`config.mk`:
```
export PLATFORM = sky130hd
export DESIGN_NAME = upper_semicircle_rasterizer
export DESIGN_NICKNAME = d
export VERILOG_FILES = /design/src/rtl/core/usemi_pkg.sv /design/src/rtl/core/upper_semicircle_rasterizer.sv /design/src/rtl/core/usemi_front.sv /design/src/rtl/core/usemi_back.sv
export SDC_FILE = /design/constraint.sdc
export NUM_CORES = 1
export LEC_CHECK = 0
export ABC_AREA = 1
export BUFFER_PORTS_ARGS = -buffer_cell sky130_fd_sc_hd__buf_2
export CAP_MARGIN = 10
export CORE_ASPECT_RATIO = 1.1
export CORE_MARGIN = 5
export CORE_UTILIZATION = 35
export DETAILED_ROUTE_END_ITERATION = 8
export GPL_TIMING_DRIVEN = 0
export PLACE_DENSITY = 0.61
export SYNTH_ARGS = -nofsm -noshare
export SYNTH_HDL_FRONTEND = slang
export SYNTH_SLANG_ARGS = --single-unit
```
`constraint.sdc`:
```
create_clock -name clk -period 4.95 [get_ports clk]
set_clock_uncertainty 0.2 [all_clocks]
set_input_delay 0.2475 -clock clk [delete_from_list [all_inputs] [get_ports clk]]
set_output_delay 0.2475 -clock clk [all_outputs]
set_load 0.02 [all_outputs]
```
`src/rtl/core/usemi_pkg.sv`:
```
package usemi_pkg;

    localparam int COORD_W     = 8;
    localparam int RADIUS_W    = 7;
    localparam int COL_W       = 7;
    localparam int ROW_W       = 9;   // signed, goes one below zero at a radius of zero
    localparam int TERM_W      = 12;  // signed decision term, no overflow at any radius
    localparam int QUEUE_DEPTH = 2;
    localparam int MAX_STEPS   = 63;

    localparam int IN_DATA_W   = 24;  // 8 + 8 + 7 + 1, already whole bytes
    localparam int OUT_DATA_W  = 72;  // 8 * 8 + 1, padded to 9 bytes

    localparam logic signed [TERM_W-1:0] STEP_INC_INSIDE  = TERM_W'(3);
    localparam logic signed [TERM_W-1:0] STEP_INC_OUTSIDE = TERM_W'(5);
    localparam logic signed [TERM_W-1:0] TERM_START       = TERM_W'(1);

    // one queued draw request, already set up for the step engine
    typedef struct packed {
        logic [COORD_W-1:0]             center_x;
        logic [COORD_W-1:0]             center_y;
        logic signed [ROW_W-1:0]        row_start;
        logic signed [TERM_W-1:0]       term_start;
        logic                           color;
    } req_t;

endpackage

```
`src/rtl/core/upper_semicircle_rasterizer.sv`:
```
// channel   | dir | handshake               | payload
// ----------+-----+-------------------------+---------------------------------------------
// s_axis    | in  | s_axis_tvalid/tready    | draw request: center, radius, pen color
// m_axis    | out | m_axis_tvalid/tready    | one step: four mirrored pixels, color; tlast
//
// a request of radius r gives n results, n about r / sqrt(2) + 1, never more than 63
// the step engine emits one result per cycle while the output is not stalled
// between runs the engine is idle while it takes the next request from the queue
// reset clears the queue and the engine; a stalled output holds the engine in place
// the request queue keeps taking items while a run is under way or stalled, until it is full
module upper_semicircle_rasterizer #(
    parameter int QueueDepth = usemi_pkg::QUEUE_DEPTH
) (
    input  logic                             clk,
    input  logic                             rst_n,
    input  logic                             s_axis_tvalid,
    output logic                             s_axis_tready,
    // center_x[7:0], center_y[15:8], radius[22:16], pen_color[23]
    input  logic [usemi_pkg::IN_DATA_W-1:0]  s_axis_tdata,
    output logic                             m_axis_tvalid,
    input  logic                             m_axis_tready,
    // east_x[7:0], east_y[15:8], upper_right_x[23:16], upper_right_y[31:24],
    // upper_left_x[39:32], upper_left_y[47:40], west_x[55:48], west_y[63:56],
    // pixel_value[64], zero pad[71:65]
    output logic [usemi_pkg::OUT_DATA_W-1:0] m_axis_tdata,
    // last_step
    output logic                             m_axis_tlast
);
    import usemi_pkg::*;

    logic req_valid;
    logic req_ready;
    req_t req;

    // front: unpacks each item, sets up the first step and queues it
    usemi_front #(
        .QueueDepth(QueueDepth)
    ) u_front (
        .clk          (clk),
        .rst_n        (rst_n),
        .s_axis_tvalid(s_axis_tvalid),
        .s_axis_tready(s_axis_tready),
        .s_axis_tdata (s_axis_tdata),
        .req_valid    (req_valid),
        .req_ready    (req_ready),
        .req          (req)
    );

    // back: midpoint step engine with a registered output stage
    usemi_back u_back (
        .clk          (clk),
        .rst_n        (rst_n),
        .req_valid    (req_valid),
        .req_ready    (req_ready),
        .req          (req),
        .m_axis_tvalid(m_axis_tvalid),
        .m_axis_tready(m_axis_tready),
        .m_axis_tdata (m_axis_tdata),
        .m_axis_tlast (m_axis_tlast)
    );

endmodule

```
`src/rtl/core/usemi_front.sv`:
```
module usemi_front #(
    parameter int QueueDepth = usemi_pkg::QUEUE_DEPTH
) (
    input  logic                           clk,
    input  logic                           rst_n,
    input  logic                           s_axis_tvalid,
    output logic                           s_axis_tready,
    input  logic [usemi_pkg::IN_DATA_W-1:0] s_axis_tdata,
    output logic                           req_valid,
    input  logic                           req_ready,
    output usemi_pkg::req_t                req
);
    import usemi_pkg::*;

    localparam int PTR_W = (QueueDepth > 1) ? $clog2(QueueDepth) : 1;
    localparam int CNT_W = $clog2(QueueDepth + 1);

    req_t             queue_mem [QueueDepth];
    logic [PTR_W-1:0] wr_ptr_reg, wr_ptr_next;
    logic [PTR_W-1:0] rd_ptr_reg, rd_ptr_next;
    logic [CNT_W-1:0] count_reg, count_next;
    logic             push, pop;
    req_t             new_req;
    logic [RADIUS_W-1:0] radius;

    // unpack the item and set up the first step
    always_comb
    begin
        radius              = s_axis_tdata[22:16];
        new_req.center_x    = s_axis_tdata[7:0];
        new_req.center_y    = s_axis_tdata[15:8];
        new_req.color       = s_axis_tdata[23];
        new_req.row_start   = signed'(ROW_W'(radius));
        new_req.term_start  = TERM_START - signed'(TERM_W'(radius));
    end

    assign s_axis_tready = (count_reg != CNT_W'(QueueDepth));
    assign push          = s_axis_tvalid && s_axis_tready;
    assign req_valid     = (count_reg != '0);
    assign pop           = req_valid && req_ready;
    assign req           = queue_mem[rd_ptr_reg];

    always_comb
    begin
        wr_ptr_next = wr_ptr_reg;
        rd_ptr_next = rd_ptr_reg;
        count_next  = count_reg;
        if (push)
        begin
            wr_ptr_next = (wr_ptr_reg == PTR_W'(QueueDepth - 1)) ? '0 : wr_ptr_reg + 1'b1;
        end
        if (pop)
        begin
            rd_ptr_next = (rd_ptr_reg == PTR_W'(QueueDepth - 1)) ? '0 : rd_ptr_reg + 1'b1;
        end
        if (push && !pop)
        begin
            count_next = count_reg + 1'b1;
        end
        else if (pop && !push)
        begin
            count_next = count_reg - 1'b1;
        end
    end

    always_ff @(posedge clk)
    begin
        if (push)
        begin
            queue_mem[wr_ptr_reg] <= new_req;
        end
    end

    always_ff @(posedge clk or negedge rst_n)
    begin
        if (!rst_n)
        begin
            wr_ptr_reg <= '0;
            rd_ptr_reg <= '0;
            count_reg  <= '0;
        end
        else
        begin
            wr_ptr_reg <= wr_ptr_next;
            rd_ptr_reg <= rd_ptr_next;
            count_reg  <= count_next;
        end
    end

    a_count_bound: assert property (@(posedge clk) disable iff (!rst_n)
        count_reg <= CNT_W'(QueueDepth))
        else $error("request queue count out of range");

    a_push_moves_count: assert property (@(posedge clk) disable iff (!rst_n)
        (push && !pop) |=> (count_reg == $past(count_reg) + 1'b1))
        else $error("queue count missed a push");

    a_pop_moves_ptr: assert property (@(posedge clk) disable iff (!rst_n)
        pop |=> (rd_ptr_reg != $past(rd_ptr_reg)) || (QueueDepth == 1))
        else $error("read pointer did not advance on pop");

endmodule

```
`src/rtl/core/usemi_back.sv`:
```
module usemi_back (
    input  logic                            clk,
    input  logic                            rst_n,
    input  logic                            req_valid,
    output logic                            req_ready,
    input  usemi_pkg::req_t                 req,
    output logic                            m_axis_tvalid,
    input  logic                            m_axis_tready,
    output logic [usemi_pkg::OUT_DATA_W-1:0] m_axis_tdata,
    output logic                            m_axis_tlast
);
    import usemi_pkg::*;

    logic                       busy_reg, busy_next;
    logic [COORD_W-1:0]         cx_reg, cy_reg;
    logic                       color_reg;
    logic [COL_W-1:0]           col_reg, col_next;
    logic signed [ROW_W-1:0]    row_reg, row_next;
    logic signed [TERM_W-1:0]   term_reg, term_next;
    logic                       out_valid_reg, out_valid_next;
    logic [OUT_DATA_W-1:0]      out_data_reg, out_data_next;
    logic                       out_last_reg, out_last_next;
    logic                       take_req, step_en, done;
    logic signed [TERM_W-1:0]   col_t, row_t;
    logic [COORD_W-1:0]         c8, r8;

    assign req_ready = !busy_reg;
    assign take_req  = req_valid && req_ready;
    assign step_en   = busy_reg && (!out_valid_reg || m_axis_tready);

    // one midpoint step from the current offsets
    always_comb
    begin
        col_t = signed'(TERM_W'(col_reg));
        row_t = TERM_W'(row_reg);
        c8    = COORD_W'(col_reg);
        r8    = row_reg[COORD_W-1:0];
        if (term_reg < 0)
        begin
            term_next = term_reg + STEP_INC_INSIDE + (col_t <<< 1);
            row_next  = row_reg;
        end
        else
        begin
            term_next = term_reg + STEP_INC_OUTSIDE + ((col_t - row_t) <<< 1);
            row_next  = row_reg - 1'b1;
        end
        col_next = col_reg + 1'b1;
        done     = (signed'(ROW_W'(col_next)) > row_next) || (col_next >= COL_W'(MAX_STEPS));
        out_data_next = {7'b0, color_reg,
                         cy_reg - c8, cx_reg - r8,     // west
                         cy_reg - r8, cx_reg - c8,     // upper left
                         cy_reg - r8, cx_reg + c8,     // upper right
                         cy_reg - c8, cx_reg + r8};    // east
        out_last_next = done;
    end

    always_comb
    begin
        busy_next      = busy_reg;
        out_valid_next = out_valid_reg;
        if (take_req)
        begin
            busy_next = 1'b1;
        end
        else if (step_en && done)
        begin
            busy_next = 1'b0;
        end
        if (step_en)
        begin
            out_valid_next = 1'b1;
        end
        else if (m_axis_tready)
        begin
            out_valid_next = 1'b0;
        end
    end

    always_ff @(posedge clk)
    begin
        if (take_req)
        begin
            cx_reg    <= req.center_x;
            cy_reg    <= req.center_y;
            color_reg <= req.color;
            col_reg   <= '0;
            row_reg   <= req.row_start;
            term_reg  <= req.term_start;
        end
        else if (step_en)
        begin
            col_reg  <= col_next;
            row_reg  <= row_next;
            term_reg <= term_next;
        end
        if (step_en)
        begin
            out_data_reg <= out_data_next;
            out_last_reg <= out_last_next;
        end
    end

    always_ff @(posedge clk or negedge rst_n)
    begin
        if (!rst_n)
        begin
            busy_reg      <= 1'b0;
            out_valid_reg <= 1'b0;
        end
        else
        begin
            busy_reg      <= busy_next;
            out_valid_reg <= out_valid_next;
        end
    end

    assign m_axis_tvalid = out_valid_reg;
    assign m_axis_tdata  = out_data_reg;
    assign m_axis_tlast  = out_last_reg;

    a_step_bound: assert property (@(posedge clk) disable iff (!rst_n)
        step_en |-> (col_reg < COL_W'(MAX_STEPS)))
        else $error("step engine ran past the step limit");

    a_last_ends_run: assert property (@(posedge clk) disable iff (!rst_n)
        (step_en && done) |=> (!busy_reg && out_last_reg && out_valid_reg))
        else $error("final step did not close the run");

    a_no_take_while_busy: assert property (@(posedge clk) disable iff (!rst_n)
        busy_reg |-> !take_req)
        else $error("request taken while a run is active");

    a_row_nonneg: assert property (@(posedge clk) disable iff (!rst_n)
        step_en |-> (row_reg >= 0))
        else $error("row offset negative on an emitted step");

endmodule

```
==> impl_metrics.env <==
export IMPL_antennaDiodeCount=0
export IMPL_clock_sinks=161
export IMPL_grt_pass1_wl_mm=35.14
export IMPL_grt_max_degree=47
export IMPL_insertion_delay_ns=0.43
export IMPL_cp_start_kind="flop"
export IMPL_initial_core_util_pct=35.42
export IMPL_yosys_most_used_dff="edfxtp_1"
export IMPL_hp_class="input pin to flop"
export IMPL_hold_viol_final=0
export IMPL_grt_pass1_vias=6763
export IMPL_num_io_pins=103
export IMPL_period_minus_slack_ns=4.358
export IMPL_slew_headroom_pct=24.50
export IMPL_nFillCells=2608
export IMPL_io_buffers=95
export IMPL_syn_avg_cell_area_um2=9.999
export IMPL_synth_top_family_by_area="adder cells"
export IMPL_clockBufferDepth=2
export IMPL_drt_wirelength_per_cell_um=14.53
export IMPL_numCtsBuffers=17
export IMPL_synth_common_cells="nand2_1, edfxtp_1, inv_1"
export IMPL_hpwl_mm=16.54
export IMPL_synth_area_mm2=0.009549
export IMPL_ys_types=50
export IMPL_synth_enable_flop_cells=148
export IMPL_status="completed"
export IMPL_cp_end_kind="flop"
export IMPL_wirelength_mm=21.45
export IMPL_synth_cells=955
export IMPL_antenna_found_initial=0
export IMPL_cp_startpoint="u_back.col_reg[0]$_SDFFE_PP0P_"
export IMPL_slew_violations=0
export IMPL_post_cts_buffers=0
export IMPL_syn_to_final_growth_pct=20.11
export IMPL_synth_mux_area_share_pct=0.2096
export IMPL_finalCritPeriodShare_pct=88.03
export IMPL_setup_viol=0
export IMPL_drcViolationCount=0
export IMPL_layout_drive_gt1_share_pct=16.80
export IMPL_worstMarginPinSlew_ns=1.130
export IMPL_arrival_ns=4.34
export IMPL_design_area_mm2=0.01147
export IMPL_critPathKind="flop to flop"
export IMPL_postRouteAntennaNets=0
export IMPL_h_tree_depth=4
export IMPL_track_usage_pct=14.27
export IMPL_synth_xor_area_share_pct=5.870
export IMPL_core_area_mm2=0.02696
export IMPL_clk_pin_slew_worst_paths_ns=0.07
export IMPL_finalWeightedCongestion=0.8737
export IMPL_final_setup_tns_ns=0
export IMPL_yosysSeqAreaShare_pct=49.58
export IMPL_vias=6805
export IMPL_hold_start="s_axis_tvalid"
export IMPL_r2r_start="u_back.col_reg[0]$_SDFFE_PP0P_"
export IMPL_largest_reg_flops=62
export IMPL_dieWidth_um=167.5
export IMPL_maxCapViolCount=0
export IMPL_final_cell_count_no_fill=1476
export IMPL_routed_via_density=4.610
export IMPL_firstDrtPassIters=5
export IMPL_rsz0062_at_grt="no"
export IMPL_crit_required_ns=4.93
export IMPL_ys_seq_elements=161
export IMPL_max_freq_mhz=229.5
export IMPL_dieArea_mm2=0.03069
export IMPL_synth_compound_area_share_pct=8.373
export IMPL_drt_iter0_markers=447
export IMPL_synth_adder_area_share_pct=14.47
export IMPL_yosysWarnings=0
export IMPL_dpl_cell_area_mm2=0.01058
export IMPL_grt_ovfl_total=0
export IMPL_worst_path_max_fanout=9
export IMPL_synth_most_common_cell="nand2_1"
export IMPL_synth_area_top_cells="edfxtp_1, ha_1, nand2_1"
export IMPL_synth_async_sr_flop_share_pct=3.727
export IMPL_nets=1239
export IMPL_placementRows=63
export IMPL_synthSimpleGateAreaFrac_pct=13.89
export IMPL_synth_area_leader_cell="edfxtp_1"
export IMPL_cts_tree="yes"
export IMPL_netlist_area_leader_share_pct=46.54
export IMPL_chipHeight_um=183.2
export IMPL_root_buffer="clkbuf_16"
export IMPL_dp_cells=1417
==> routing by layer <==
metal	wire length [um]	GRT usage, %	vias to the layer above
met3	906	2.802	24
li1	-	-	3503
met2	10020	23.54	138
met1	9997	18.78	3140
met5	0	0	-
met4	524	5.227	0
==> placed cells by master (no fill, tap or decap), types with 7 or more instances in the layout <==
| cell type | netlist | layout |
|---|---|---|
| edfxtp_1 | 148 | 148 |
| nor2_1 | 64 | 62 |
| buf_2 | 4 | 99 |
| nand4_1 | 8 | 8 |
| nand3_1 | 28 | 28 |
| a31oi_1 | 11 | 11 |
| dlygate4sd3_1 | 0 | 27 |
| inv_1 | 110 | 109 |
| nand2_1 | 205 | 205 |
| nor3_1 | 7 | 7 |
| ha_1 | 96 | 96 |
| o21ai_0 | 28 | 28 |
| clkbuf_16 | 0 | 17 |
| conb_1 | 1 | 7 |
| fa_1 | 9 | 9 |
| buf_4 | 26 | 26 |
| clkbuf_1 | 8 | 8 |
| xnor2_1 | 19 | 19 |
| xor2_1 | 45 | 45 |
| a21oi_1 | 65 | 65 |
| inv_2 | 9 | 10 |
==> timing repair <==
| item | in CTS | in global routing |
|---|---|---|
| setup endpoints to repair | 0 | 1 |
| hold endpoints to repair | 61 | 0 |
| gates resized for setup | 0 | 1 |
| hold buffers | 27 | 0 |
==> stage by stage <==
stage	setup WS [ns]	hold slack (ns)	util, %
after floorplan	1.253	-0.2481	-
after global placement	0.3926	-0.1152	38.93
after detailed placement	0.4086	-0.1156	39.26
after CTS	0.4001	0.1085	42.54
after global routing	0.1702	0.1327	42.55
final	0.5924	0.1056	42.55
==> cell families after synthesis <==
logic type | count (synthesis)
fa+ha+maj | 105
compound gates | 137
simple gates | 323
flops | 161
buf+inv | 162
mux | 2
xor+xnor | 64
other cells | 1
==> worst paths after layout <==
| kind | endpoint | cells past startpoint | slack (ns) |
|---|---|---|---|
| max in group asynchronous | u_front.rd_ptr_reg$_DFFE_PN0P_ | 3 | 3.78 |
| min reg2reg | u_back.m_axis_tdata[64]$_DFFE_PP_ | 0 | 0.23 |
| max | u_back.term_reg[11]$_DFFE_PP_ | 24 | 0.59 |
| max reg2reg | u_back.term_reg[11]$_DFFE_PP_ | 24 | 0.59 |
| min | u_front.wr_ptr_reg$_DFFE_PN0P_ | 4 | 0.11 |
| min in group asynchronous | u_back.m_axis_tvalid$_DFFE_PN0P_ | 3 | 0.55 |
==> critical path, cell delays in order (launching register included) <==
cell and delay (ns):
dfxtp_1 0.60, inv_1 0.22, ha_1 0.26, fa_1 0.43, o21ai_2 0.19, nand2_1 0.06, nand2_1 0.06, nand2_1 0.07
nand2_1 0.07, nand2_1 0.06, a21oi_1 0.15, xor2_1 0.21, ha_1 0.27, ha_1 0.35, nand2_1 0.08, nor2_1 0.14
nand3_1 0.13, nand3_1 0.11, nand2_1 0.06, nand3_1 0.08, nand2_1 0.06, nand2_1 0.08, nand2_1 0.06, nand2_1 0.05
nand2_1 0.05
==> final cells by class <==
type	count	area [um2]	share of cell area [%]
plain buffers	41	264.0	2.302
clock buffers	17	425.4	3.709
clock inverters	15	188.9	1.647
inverters	121	459.2	4.003
multi-input cells	638	4129	36.00
flip-flops and latches	161	4736	41.29
well taps	357	446.7	3.894
repair buffers	126	820.8	7.156
Power is not shown: default switching activity piles up to over one toggle a cycle in this logic, so the estimate is an artifact.
